--- src/hdl/gqc_pkg.sv ---
// ----------------------------------------------------------------------------
// gqc_pkg
// Shared constants, codes and types of the genotype QC statistics accumulator.
// ----------------------------------------------------------------------------
`default_nettype none

package gqc_pkg;

  localparam int NUM_SAMPLES     = 1024;
  localparam int PLOIDY          = 2;
  localparam int MAX_ALLELES     = 64;
  localparam int MULTI_THRESHOLD = 2;
  localparam int NCOL            = 23;

  localparam int SAMPLE_W = 10;
  localparam int VAL_W    = 31;
  localparam int ALLELE_W = 7;
  localparam int CLASS_W  = 3;
  localparam int SLOT_W   = 2;
  localparam int COL_W    = 5;
  localparam int CNT_W    = 64;
  localparam int INC_W    = 2;

  localparam int RAM_DEPTH = NUM_SAMPLES * NCOL;
  localparam int ADDR_W    = $clog2(RAM_DEPTH);

  localparam logic OPC_ACC  = 1'b0;
  localparam logic OPC_READ = 1'b1;

  localparam logic [CLASS_W-1:0] CLS_OTHER = 3'd0;
  localparam logic [CLASS_W-1:0] CLS_TI    = 3'd1;
  localparam logic [CLASS_W-1:0] CLS_TV    = 3'd2;
  localparam logic [CLASS_W-1:0] CLS_INS   = 3'd3;
  localparam logic [CLASS_W-1:0] CLS_DEL   = 3'd4;
  localparam logic [CLASS_W-1:0] CLS_STAR  = 3'd5;

  localparam logic [COL_W-1:0] C_DP_SUM     = 5'd0;
  localparam logic [COL_W-1:0] C_DP_SUM2    = 5'd1;
  localparam logic [COL_W-1:0] C_DP_COUNT   = 5'd2;
  localparam logic [COL_W-1:0] C_DP_MIN     = 5'd3;
  localparam logic [COL_W-1:0] C_DP_MAX     = 5'd4;
  localparam logic [COL_W-1:0] C_GQ_SUM     = 5'd5;
  localparam logic [COL_W-1:0] C_GQ_SUM2    = 5'd6;
  localparam logic [COL_W-1:0] C_GQ_COUNT   = 5'd7;
  localparam logic [COL_W-1:0] C_GQ_MIN     = 5'd8;
  localparam logic [COL_W-1:0] C_GQ_MAX     = 5'd9;
  localparam logic [COL_W-1:0] C_RECORDS    = 5'd10;
  localparam logic [COL_W-1:0] C_CALLED     = 5'd11;
  localparam logic [COL_W-1:0] C_NOT_CALLED = 5'd12;
  localparam logic [COL_W-1:0] C_HOM_REF    = 5'd13;
  localparam logic [COL_W-1:0] C_HET        = 5'd14;
  localparam logic [COL_W-1:0] C_SINGLETON  = 5'd15;
  localparam logic [COL_W-1:0] C_SNP        = 5'd16;
  localparam logic [COL_W-1:0] C_INS        = 5'd17;
  localparam logic [COL_W-1:0] C_DEL        = 5'd18;
  localparam logic [COL_W-1:0] C_TI         = 5'd19;
  localparam logic [COL_W-1:0] C_TV         = 5'd20;
  localparam logic [COL_W-1:0] C_STAR       = 5'd21;
  localparam logic [COL_W-1:0] C_MULTI      = 5'd22;
  localparam logic [COL_W-1:0] C_END        = 5'd23;

  typedef enum logic [3:0] {
    ST_CLEAR,
    ST_IDLE,
    ST_SQ_DP,
    ST_SQ_GQ,
    ST_ACC,
    ST_RD_DP,
    ST_RD_GQ,
    ST_RD_ISSUE,
    ST_RD_DATA,
    ST_RD_WAIT
  } state_t;

  typedef enum logic [1:0] {
    ALU_ADD,
    ALU_MIN,
    ALU_MAX
  } alu_op_t;

  typedef struct packed {
    alu_op_t op;
    logic    en;
  } alu_ctl_t;

  typedef struct packed {
    logic [INC_W-1:0] called;
    logic [INC_W-1:0] not_called;
    logic [INC_W-1:0] hom_ref;
    logic [INC_W-1:0] het;
    logic [INC_W-1:0] singleton;
    logic [INC_W-1:0] snp;
    logic [INC_W-1:0] ins;
    logic [INC_W-1:0] del;
    logic [INC_W-1:0] ti;
    logic [INC_W-1:0] tv;
    logic [INC_W-1:0] star;
    logic [INC_W-1:0] multi;
  } geno_t;

  // The minimum counters start from all ones, every other counter from zero.
  function automatic logic [CNT_W-1:0] col_init(input logic [COL_W-1:0] col);
    return (col == C_DP_MIN || col == C_GQ_MIN) ? '1 : '0;
  endfunction

endpackage

`default_nettype wire

--- src/hdl/gqc_alu.sv ---
// ----------------------------------------------------------------------------
// gqc_alu
// Shared 64-bit update unit: wrapping add, minimum or maximum of one counter.
// ----------------------------------------------------------------------------
`default_nettype none

module gqc_alu (
  input  wire gqc_pkg::alu_ctl_t               ctl,
  input  wire logic [gqc_pkg::CNT_W-1:0]       old_val,
  input  wire logic [gqc_pkg::CNT_W-1:0]       opnd,
  output logic      [gqc_pkg::CNT_W-1:0]       result
);

  always_comb begin
    if (!ctl.en) begin
      result = old_val;
    end else begin
      unique case (ctl.op)
        gqc_pkg::ALU_ADD: result = old_val + opnd;
        gqc_pkg::ALU_MIN: result = (opnd < old_val) ? opnd : old_val;
        gqc_pkg::ALU_MAX: result = (opnd > old_val) ? opnd : old_val;
        default:          result = old_val;
      endcase
    end
  end

endmodule

`default_nettype wire

--- config.mk ---
export PLATFORM = sky130hd
export DESIGN_NAME = gqc_alu
export DESIGN_NICKNAME = d
export VERILOG_FILES = /design/src/hdl/gqc_pkg.sv /design/src/hdl/gqc_alu.sv
export SDC_FILE = /design/constraint.sdc
export NUM_CORES = 1
export LEC_CHECK = 0
export ABC_AREA = 1
export BUFFER_PORTS_ARGS = -buffer_cell sky130_fd_sc_hd__buf_2
export CAP_MARGIN = 20
export CORE_MARGIN = 10
export CORE_UTILIZATION = 35
export DETAILED_ROUTE_END_ITERATION = 12
export PLACE_DENSITY_LB_ADDON = 0.2
export RECOVER_POWER = 50
export SETUP_SLACK_MARGIN = 0.3
export SLEW_MARGIN = 10
export SYNTH_ARGS = -nofsm -noshare
export SYNTH_HDL_FRONTEND = slang
export SYNTH_SLANG_ARGS = --single-unit
export TNS_END_PERCENT = 5
--- constraint.sdc ---
create_clock -name vclk -period 7.4
set_clock_uncertainty 0.1 [all_clocks]
set_input_delay 1.85 -clock vclk [all_inputs]
set_output_delay 1.85 -clock vclk [all_outputs]
set_load 0.01 [all_outputs]
==> metrics.yaml <==
status: "completed"
grt_max_degree: 58
layout-area-overhead-vs-synth_pct: 12.80
p_leak_uw: 0.007155
clock.fmax_mhz: 143.3
synth_area_um2: 10850
final-seq-area_um2: 0
crit_top_cell: "nor2_1"
dr.pass1.iters: 6
ant_nets: 0
ios: 195
wire_per_inst_um: 19.96
antenna_found_initial: 0
synth_cell_types: 32
final_area_um2: 12240
crit_chain: "buf_2 -> inv_1 -> ha_1 -> nand2_1 -> nor3_1 -> nand2_1 -> nor2_1 -> nand3b_1 -> o21bai_4 -> nand2_4 -> nand2_1 -> inv_2 -> nor2_1 -> nor2_1 -> nor2_1 -> nor2_1 -> buf_2"
port_buffers: 195
antenna_cells: 0
final_util_pct: 40.02
rows: 64
final_nets: 2709
p_int_uw: 304.1
cp_slowest_cell: "ha_1"
cap_viol_max_count: 0
core_um2: 30590
seq_cell_count: 0
synth_warnings: 0
p_seq_share_pct: 0
drtIter0Drc: 1222
place_area_um2: 12250
p_sw_uw: 694.4
slew_headroom_pct: 34.65
period_minus_slack_ns: 6.978
route.detailed.drc: 0
combPwrFrac_pct: 100.0
die_w_um: 196.1
worstSetupStartpointType: "input port"
setup_viol: 0
power_frac_clock_pct: 0
worstMarginPinSlew_ns: 0.9779
grtUsageTotal_pct: 27.99
yosysSeqAreaShare_pct: 0
initial_utilization_pct: 35.48
p_per_area_nw_per_um2: 81.57
syn_nets: 2556
die_h_um: 196.1
vias: 15100
grt_pass1_wl_um: 85890
crit_fanout: 26
wirelength_um: 56760
cts-hold-fix-buffers: 0
hold_class: "input port to primary output"
grt_overflow: 0
tns_ns: 0
arrival_ns: 5.03
synth_area_per_cell_um2: 4.724
nClkBuffers: 0
timing.final.crit_share_pct: 94.29
worstPathRequired_ns: 5.45
swShare_pct: 69.54
slowest_delay_ns: 0.50
end_kind: "primary output"
grt_pass1_vias: 14400
post-place-ws_ns: 0.4765
worst_slack_ns: 0.4222
holdWs_ns: 3.961
viasPerCell: 5.308
vdd_ir_drop_max_uv: 50.27
gp_congestion: 0.9983
path_class: "input port to primary output"
drv_slew: 0
rsz0062_at_grt: "no"
synthCells: 2297
hpwl_um: 48400
final-hold-violation-count: 0
drive_gt1_share_pct: 8.497
dieArea_um2: 38450
## power by group through the flow
stage          clock (uW)  combinational, uW  sequential, uW
2_1_floorplan           0                617               0
5_1_grt                 0               1110               0
3_3_place_gp            0                983               0
4_1_cts                 0                991               0
6_report                0                998               0
3_5_place_dp            0                987               0
## per-layer routing
metal  wire length (um)  track usage [%]  part of all wire (%)  vias up
met5                  0                0                     0        -
met4               1644            7.240                   2.9        0
met3               2885            1.739                   5.1       72
met2              27500            49.68                    48      521
met1              24730            35.74                    44     7029
li1                   -                -                     -     7474
## cell families (layout without fill, tap and decap cells)
group	Yosys count	in the layout	synth area share, %
buffers and inverters	490	641	17.62
AO/OA/AOI/OAI	267	267	13.48
AND/OR/NAND/NOR	1412	1412	54.08
adder cells (fa/ha/maj)	128	128	14.83
## metrics by stage
stage          total power (uW)  instances
4_1_cts                   990.6       2843
6_report                  998.5       2844
3_3_place_gp              982.7       2843
5_1_grt                    1107       2844
3_5_place_dp              986.5       2843
2_1_floorplan             617.0       2297
## critical path: cells and delay by family
kind	cells	cell delay (ns)
adder cells (fa/ha/maj)	1	0.50
AO/OA/AOI/OAI	1	0.25
AND/OR/NAND/NOR	11	1.55
buffers and inverters	4	0.84
## cell usage after synthesis
master / count / area, um^2
a21boi_0: 10 / 75.07
a21o_1: 6 / 45.04
a21oi_1: 108 / 540.5
a21oi_2: 1 / 8.760
a31oi_1: 18 / 112.6
and2_1: 2 / 12.51
buf_1: 5 / 18.77
buf_2: 13 / 65.06
buf_4: 5 / 37.54
buf_6: 5 / 56.30
clkbuf_1: 38 / 142.6
fa_1: 1 / 20.02
ha_1: 127 / 1589
inv_1: 418 / 1569
inv_2: 6 / 22.52
nand2_1: 696 / 2613
nand2_2: 1 / 6.260
nand2_4: 1 / 11.26
nand2b_1: 2 / 12.51
nand3_1: 278 / 1391
nand3b_1: 22 / 165.2
nand4_1: 25 / 156.4
nor2_1: 356 / 1336
nor2_2: 1 / 6.260
nor3_1: 20 / 100.1
nor3_2: 2 / 20.02
nor4_1: 5 / 31.28
o211ai_1: 7 / 52.55
o21ai_0: 90 / 450.4
o21ai_1: 10 / 50.05
o21bai_1: 17 / 127.6
or2_2: 1 / 6.260
## final timing paths
check | startpoint | to | slack [ns] | cells past startpoint
worst min-delay path | old_val[54] | result[54] | 3.96 | 4
worst max-delay path | old_val[59] | result[1] | 0.42 | 17
## cell usage in the layout (no fill, tap or decap)
master,count
a21boi_0,10
a21o_1,6
a21oi_1,108
a21oi_4,1
a31oi_1,18
and2_1,2
buf_12,5
buf_2,170
buf_4,17
clkbuf_1,25
clkinv_2,1
clkinvlp_4,1
fa_1,1
ha_1,127
inv_1,417
inv_2,5
nand2_1,697
nand2_4,1
nand2b_1,2
nand3_1,278
nand3b_1,22
nand4_1,25
nor2_1,354
nor2_4,3
nor3_1,20
nor3_2,2
nor4_1,5
o211ai_1,7
o21ai_0,90
o21ai_1,10
o21bai_1,16
o21bai_4,1
or2_2,1
## repair_timing
item,CTS,global route
resized for setup,0,1
endpoints found under the setup margin,0,2
buffers inserted,0,1
hold endpoints to repair,0,0
## layout make-up
class	count	area [um^2]
inverter	424	1597
fill	3668	18350
multi-input combinational	1807	8976
timing repair buffer	217	1172
tap	396	495.5
Power figures use the tool's default switching activity.
