==> src/hdl/gqc_pkg.sv <==
// ----------------------------------------------------------------------------
// gqc_pkg
// Shared constants, codes and types of the genotype QC statistics accumulator.
// ----------------------------------------------------------------------------
`default_nettype none

package gqc_pkg;

  localparam int NUM_SAMPLES     = 1024;
  localparam int PLOIDY          = 2;
  localparam int MAX_ALLELES     = 64;
  localparam int MULTI_THRESHOLD = 2;
  localparam int NCOL            = 23;

  localparam int SAMPLE_W = 10;
  localparam int VAL_W    = 31;
  localparam int ALLELE_W = 7;
  localparam int CLASS_W  = 3;
  localparam int SLOT_W   = 2;
  localparam int COL_W    = 5;
  localparam int CNT_W    = 64;
  localparam int INC_W    = 2;

  localparam int RAM_DEPTH = NUM_SAMPLES * NCOL;
  localparam int ADDR_W    = $clog2(RAM_DEPTH);

  localparam logic OPC_ACC  = 1'b0;
  localparam logic OPC_READ = 1'b1;

  localparam logic [CLASS_W-1:0] CLS_OTHER = 3'd0;
  localparam logic [CLASS_W-1:0] CLS_TI    = 3'd1;
  localparam logic [CLASS_W-1:0] CLS_TV    = 3'd2;
  localparam logic [CLASS_W-1:0] CLS_INS   = 3'd3;
  localparam logic [CLASS_W-1:0] CLS_DEL   = 3'd4;
  localparam logic [CLASS_W-1:0] CLS_STAR  = 3'd5;

  localparam logic [COL_W-1:0] C_DP_SUM     = 5'd0;
  localparam logic [COL_W-1:0] C_DP_SUM2    = 5'd1;
  localparam logic [COL_W-1:0] C_DP_COUNT   = 5'd2;
  localparam logic [COL_W-1:0] C_DP_MIN     = 5'd3;
  localparam logic [COL_W-1:0] C_DP_MAX     = 5'd4;
  localparam logic [COL_W-1:0] C_GQ_SUM     = 5'd5;
  localparam logic [COL_W-1:0] C_GQ_SUM2    = 5'd6;
  localparam logic [COL_W-1:0] C_GQ_COUNT   = 5'd7;
  localparam logic [COL_W-1:0] C_GQ_MIN     = 5'd8;
  localparam logic [COL_W-1:0] C_GQ_MAX     = 5'd9;
  localparam logic [COL_W-1:0] C_RECORDS    = 5'd10;
  localparam logic [COL_W-1:0] C_CALLED     = 5'd11;
  localparam logic [COL_W-1:0] C_NOT_CALLED = 5'd12;
  localparam logic [COL_W-1:0] C_HOM_REF    = 5'd13;
  localparam logic [COL_W-1:0] C_HET        = 5'd14;
  localparam logic [COL_W-1:0] C_SINGLETON  = 5'd15;
  localparam logic [COL_W-1:0] C_SNP        = 5'd16;
  localparam logic [COL_W-1:0] C_INS        = 5'd17;
  localparam logic [COL_W-1:0] C_DEL        = 5'd18;
  localparam logic [COL_W-1:0] C_TI         = 5'd19;
  localparam logic [COL_W-1:0] C_TV         = 5'd20;
  localparam logic [COL_W-1:0] C_STAR       = 5'd21;
  localparam logic [COL_W-1:0] C_MULTI      = 5'd22;
  localparam logic [COL_W-1:0] C_END        = 5'd23;

  typedef enum logic [3:0] {
    ST_CLEAR,
    ST_IDLE,
    ST_SQ_DP,
    ST_SQ_GQ,
    ST_ACC,
    ST_RD_DP,
    ST_RD_GQ,
    ST_RD_ISSUE,
    ST_RD_DATA,
    ST_RD_WAIT
  } state_t;

  typedef enum logic [1:0] {
    ALU_ADD,
    ALU_MIN,
    ALU_MAX
  } alu_op_t;

  typedef struct packed {
    alu_op_t op;
    logic    en;
  } alu_ctl_t;

  typedef struct packed {
    logic [INC_W-1:0] called;
    logic [INC_W-1:0] not_called;
    logic [INC_W-1:0] hom_ref;
    logic [INC_W-1:0] het;
    logic [INC_W-1:0] singleton;
    logic [INC_W-1:0] snp;
    logic [INC_W-1:0] ins;
    logic [INC_W-1:0] del;
    logic [INC_W-1:0] ti;
    logic [INC_W-1:0] tv;
    logic [INC_W-1:0] star;
    logic [INC_W-1:0] multi;
  } geno_t;

  // The minimum counters start from all ones, every other counter from zero.
  function automatic logic [CNT_W-1:0] col_init(input logic [COL_W-1:0] col);
    return (col == C_DP_MIN || col == C_GQ_MIN) ? '1 : '0;
  endfunction

endpackage

`default_nettype wire

==> src/hdl/gqc_decode.sv <==
// ----------------------------------------------------------------------------
// gqc_decode
// Turns the genotype slots of one record into small counter increments.
// ----------------------------------------------------------------------------
`default_nettype none

module gqc_decode (
  input  wire logic [gqc_pkg::SLOT_W-1:0]          slot_count,
  input  wire logic signed [gqc_pkg::ALLELE_W-1:0] allele_first,
  input  wire logic signed [gqc_pkg::ALLELE_W-1:0] allele_second,
  input  wire logic [gqc_pkg::CLASS_W-1:0]         class_first,
  input  wire logic [gqc_pkg::CLASS_W-1:0]         class_second,
  input  wire logic [gqc_pkg::ALLELE_W-1:0]        allele_total,
  output gqc_pkg::geno_t                           geno
);

  logic [gqc_pkg::ALLELE_W-1:0] total_sat;
  logic [gqc_pkg::SLOT_W-1:0]   nslots;
  logic                         used0, used1;
  logic                         missing, is_ref, is_hom;
  logic                         vt0, vt1, single0, single1;

  always_comb begin
    total_sat = (allele_total > gqc_pkg::ALLELE_W'(gqc_pkg::MAX_ALLELES)) ?
                gqc_pkg::ALLELE_W'(gqc_pkg::MAX_ALLELES) : allele_total;
    nslots = (slot_count > gqc_pkg::SLOT_W'(gqc_pkg::PLOIDY)) ?
             gqc_pkg::SLOT_W'(gqc_pkg::PLOIDY) : slot_count;
    used0 = nslots >= 2'd1;
    used1 = nslots >= 2'd2;

    missing = (!used0 || allele_first < 7'sd0) && (!used1 || allele_second < 7'sd0);
    is_ref  = (!used0 || allele_first == 7'sd0) && (!used1 || allele_second == 7'sd0);
    is_hom  = !used1 || allele_second == allele_first;

    // A slot adds to the variant-type counts only for a real alternate allele.
    vt0 = used0 && allele_first > 7'sd0 && $unsigned(allele_first) < total_sat;
    vt1 = used1 && allele_second > 7'sd0 && $unsigned(allele_second) < total_sat;

    single0 = used0 && allele_first > 7'sd0 && !(used1 && allele_second == allele_first);
    single1 = used1 && allele_second > 7'sd0 && allele_second != allele_first;

    geno.called     = {1'b0, !missing};
    geno.not_called = {1'b0, missing};
    geno.hom_ref    = {1'b0, !missing && is_hom && is_ref};
    geno.het        = {1'b0, !missing && !is_hom};
    geno.singleton  = 2'(single0) + 2'(single1);
    geno.ti   = 2'(vt0 && class_first == gqc_pkg::CLS_TI) +
                2'(vt1 && class_second == gqc_pkg::CLS_TI);
    geno.tv   = 2'(vt0 && class_first == gqc_pkg::CLS_TV) +
                2'(vt1 && class_second == gqc_pkg::CLS_TV);
    geno.ins  = 2'(vt0 && class_first == gqc_pkg::CLS_INS) +
                2'(vt1 && class_second == gqc_pkg::CLS_INS);
    geno.del  = 2'(vt0 && class_first == gqc_pkg::CLS_DEL) +
                2'(vt1 && class_second == gqc_pkg::CLS_DEL);
    geno.star = 2'(vt0 && class_first == gqc_pkg::CLS_STAR) +
                2'(vt1 && class_second == gqc_pkg::CLS_STAR);
    geno.snp   = geno.ti + geno.tv;
    geno.multi = {1'b0, total_sat > gqc_pkg::ALLELE_W'(gqc_pkg::MULTI_THRESHOLD)};
  end

endmodule

`default_nettype wire

==> config.mk <==
export PLATFORM = sky130hd
export DESIGN_NAME = gqc_decode
export DESIGN_NICKNAME = d
export VERILOG_FILES = /design/src/hdl/gqc_pkg.sv /design/src/hdl/gqc_decode.sv
export SDC_FILE = /design/constraint.sdc
export NUM_CORES = 1
export LEC_CHECK = 0
export ABC_CLOCK_PERIOD_IN_PS = 6900
export BUFFER_PORTS_ARGS = -buffer_cell sky130_fd_sc_hd__buf_2
export CORE_UTILIZATION = 27
export DETAILED_ROUTE_END_ITERATION = 8
export PLACE_DENSITY = 0.63
export SLEW_MARGIN = 15
export SYNTH_ARGS = -nofsm -noshare
export SYNTH_HDL_FRONTEND = slang
export SYNTH_SLANG_ARGS = --single-unit
==> constraint.sdc <==
create_clock -name vclk -period 6.9
set_input_delay 1.035 -clock vclk [all_inputs]
set_output_delay 1.035 -clock vclk [all_outputs]
set_load 0.05 [all_outputs]
==> results.toml <==
[global_route]
first_global_vias = 788
grt_max_degree = 8
grt_first_pass_wirelength_mm = 3.153
grt_antenna_before_repair = 0
globalRouteOverflowTotal = 0
groute.usage.overall_pct = 14.11

[floorplan]
floorplan.core_area_sq_um = 2545
initial_core_util_pct = 29.55
placement_rows = 18
floorplan.die.height_microns = 54.78
design.portCount = 53
dieWidth_microns = 54.78
design.die.area_sq_um = 3000

[logic_synthesis]
synth_mux_area_share_pct = 0
synthesis.instances = 103
synth_area_per_cell_sq_um = 7.301
synth-adder-area-share_pct = 31.61
yosysTopAreaCell = "ha_1"
synthXorXnorAreaFrac_pct = 10.48
synth_warnings = 0
post_synth_main_area_contributors = "ha_1 32%, nor4_1 9.2%, xnor2_1 7.0%"
synth_top_family_by_area = "simple AND/OR/NAND/NOR gates"
synth_top_cell_area_share_pct = 31.61
synth_compound_gate_area_share_pct = 13.64
ys_types = 27
synth.cell_area_sq_um = 752.0
yosysSeqAreaShare_pct = 0
synthSimpleGateAreaFrac_pct = 36.27

[pwr]
switching_share_pct = 66.83
max-vdd-ir-drop_mv = 0.02861
sequentialPowerShare_pct = 0
switchingPower_mw = 0.04524
power_frac_clock_pct = 0
p_int_mw = 0.02246
leakage_nw = 0.5266
comb_power_share_pct = 100.0
powerDensity_nw_per_um2 = 67.72

[sta]
finalSetupViolations = 0
post-route-period-util_pct = 70.80
timing.max_slew.rel_slack_pct = 65.29
fmax_mhz = 204.7
tightest_slew_ps = 515.9
finalCriticalPeriod_ps = 4885
rsz0062_at_grt = "false"
final-max-slew-violation-count = 0
hold_violations = 0
setup-tns-final_ps = 0

[final_layout]
clkbuf_count = 0
final_net_count = 199
stdcell_count = 179
syn_to_final_growth_pct = 32.95
diodes = 0
fin_area_sq_um = 999.7
mostFrequentLayoutCells = "48 x buf_2, 19 x ha_1, 13 x nand2_1, 11 x nor4_1, 11 x nor2_1"
fraction_of_layout_cells_with_a_size_suffix_above_1_pct = 33.56
seqCellArea_sq_um = 0
num-fill-cells = 275
ff_latch_count = 0
layout.cells.most_common = "buf_2"

[run_status]
status = "finished clean"

[run]
cap_viol_max_count = 0

[place]
place.gp.congestion = 0.7751
dp_hpwl_mm = 1.900
port_buffers = 48
detailed_place.area_sq_um = 999.7
post-place-cells = 179

[min_path]
timing.hold.worst.class = "in -> out"
holdCritStartpoint = "allele_total[5]"

[clocking]
ctsResizeCount = 0
ctsHoldBuffers = 0
postCtsSetupBuffers = 0

[setup_path]
critical_path_peak_fanout = 7
critPathArrivalTime_ps = 3850
critical_path_class = "in -> out"
kind_of_capture_point_of_the_worst_setup_path = "primary output"
critPathLaunchType = "input port"
timing.critical_path.from = "allele_total[6]"
critPathCapture = "geno[13]"
cp.required_ps = 5860

[drt]
detail_route.vias_per_cell = 4.939
detailedRoute.firstPassIterationCount = 4
antenna_left = 0
drt-total-wl_mm = 2.072
routed-via-count = 884
routed_wire_length_per_instance_microns = 11.58
drcViolationCount = 0
first_iter_violations = 11
critical path, stage by stage:
cell       delay, ps
buf_2            120
inv_1            170
nand2_1          110
ha_1             200
or4b_1           510
a21oi_1          200
o2111ai_1        240
nor4_2           210
ha_1             280
ha_1             190
xnor2_1          170
xnor2_1          130
buf_2            270
area by class of cell:
| class | instances | area, sq um | area share [%] |
|---|---|---|---|
| multi-input cells | 98 | 710.7 | 71.09 |
| repair buffers | 48 | 240.2 | 24.03 |
| well taps | 30 | 37.54 | 3.755 |
| inverters | 3 | 11.26 | 1.126 |
power by group through the flow:
stage / Clock [mW] / Sequential [mW] / Combinational (mW)
floorplan: 0 / 0 / 0.0493
global placement: 0 / 0 / 0.0661
detailed placement: 0 / 0 / 0.0676
CTS: 0 / 0 / 0.0678
global route: 0 / 0 / 0.0742
finish: 0 / 0 / 0.0677
metal layers:
metal  global-route usage (%)  up-vias  routed length (microns)
met5                        0        -                        0
met4                   0.8547        0                        0
met3                   0.8333        0                       76
met2                    28.11       20                     1062
met1                    16.67      387                      933
li1                         -      477                        -
per-stage QoR:
stage / total power [mW] / setup slack [ps] / utilization [%] / hold WS [ps]
floorplan: 0.04926 / 1702 / - / 2288
global placement: 0.06611 / 2075 / 39.28 / 2483
detailed placement: 0.06763 / 2016 / 39.28 / 2493
CTS: 0.06782 / 2012 / 39.28 / 2493
global route: 0.07417 / 1824 / 39.28 / 2526
finish: 0.06770 / 2015 / 39.28 / 2490
worst min-delay path by stage:
stage	endpoint	slack, ps	depth (start not counted)
after CTS	geno[0]	2490	4
after global routing	geno[16]	2530	4
after floorplan	geno[16]	2290	2
after detailed placement	geno[0]	2490	4
final	geno[0]	2490	4
after global placement	geno[18]	2480	3
synthesized netlist by cell type (2+ instances only):
cell	n
or4b_1	2
nand2_1	13
ha_1	19
buf_4	6
a211oi_1	3
xor2_1	3
xnor2_1	6
a21oi_1	4
nand3b_1	3
o21a_1	2
nor2_1	11
nor4_1	11
inv_1	3
nand4_1	3
o211ai_1	2
logic make-up (layout without fill, tap and decap cells):
logic type / count (synthesis) / after routing
adders and majority gates: 19 / 19
other: 1 / 5
and+or+nand+nor: 50 / 50
xor gates and xnor gates: 9 / 9
buffers and inverters: 9 / 51
AOI/OAI and AO/OA: 15 / 15
No activity file was read; power rests on OpenSTA's default activity.
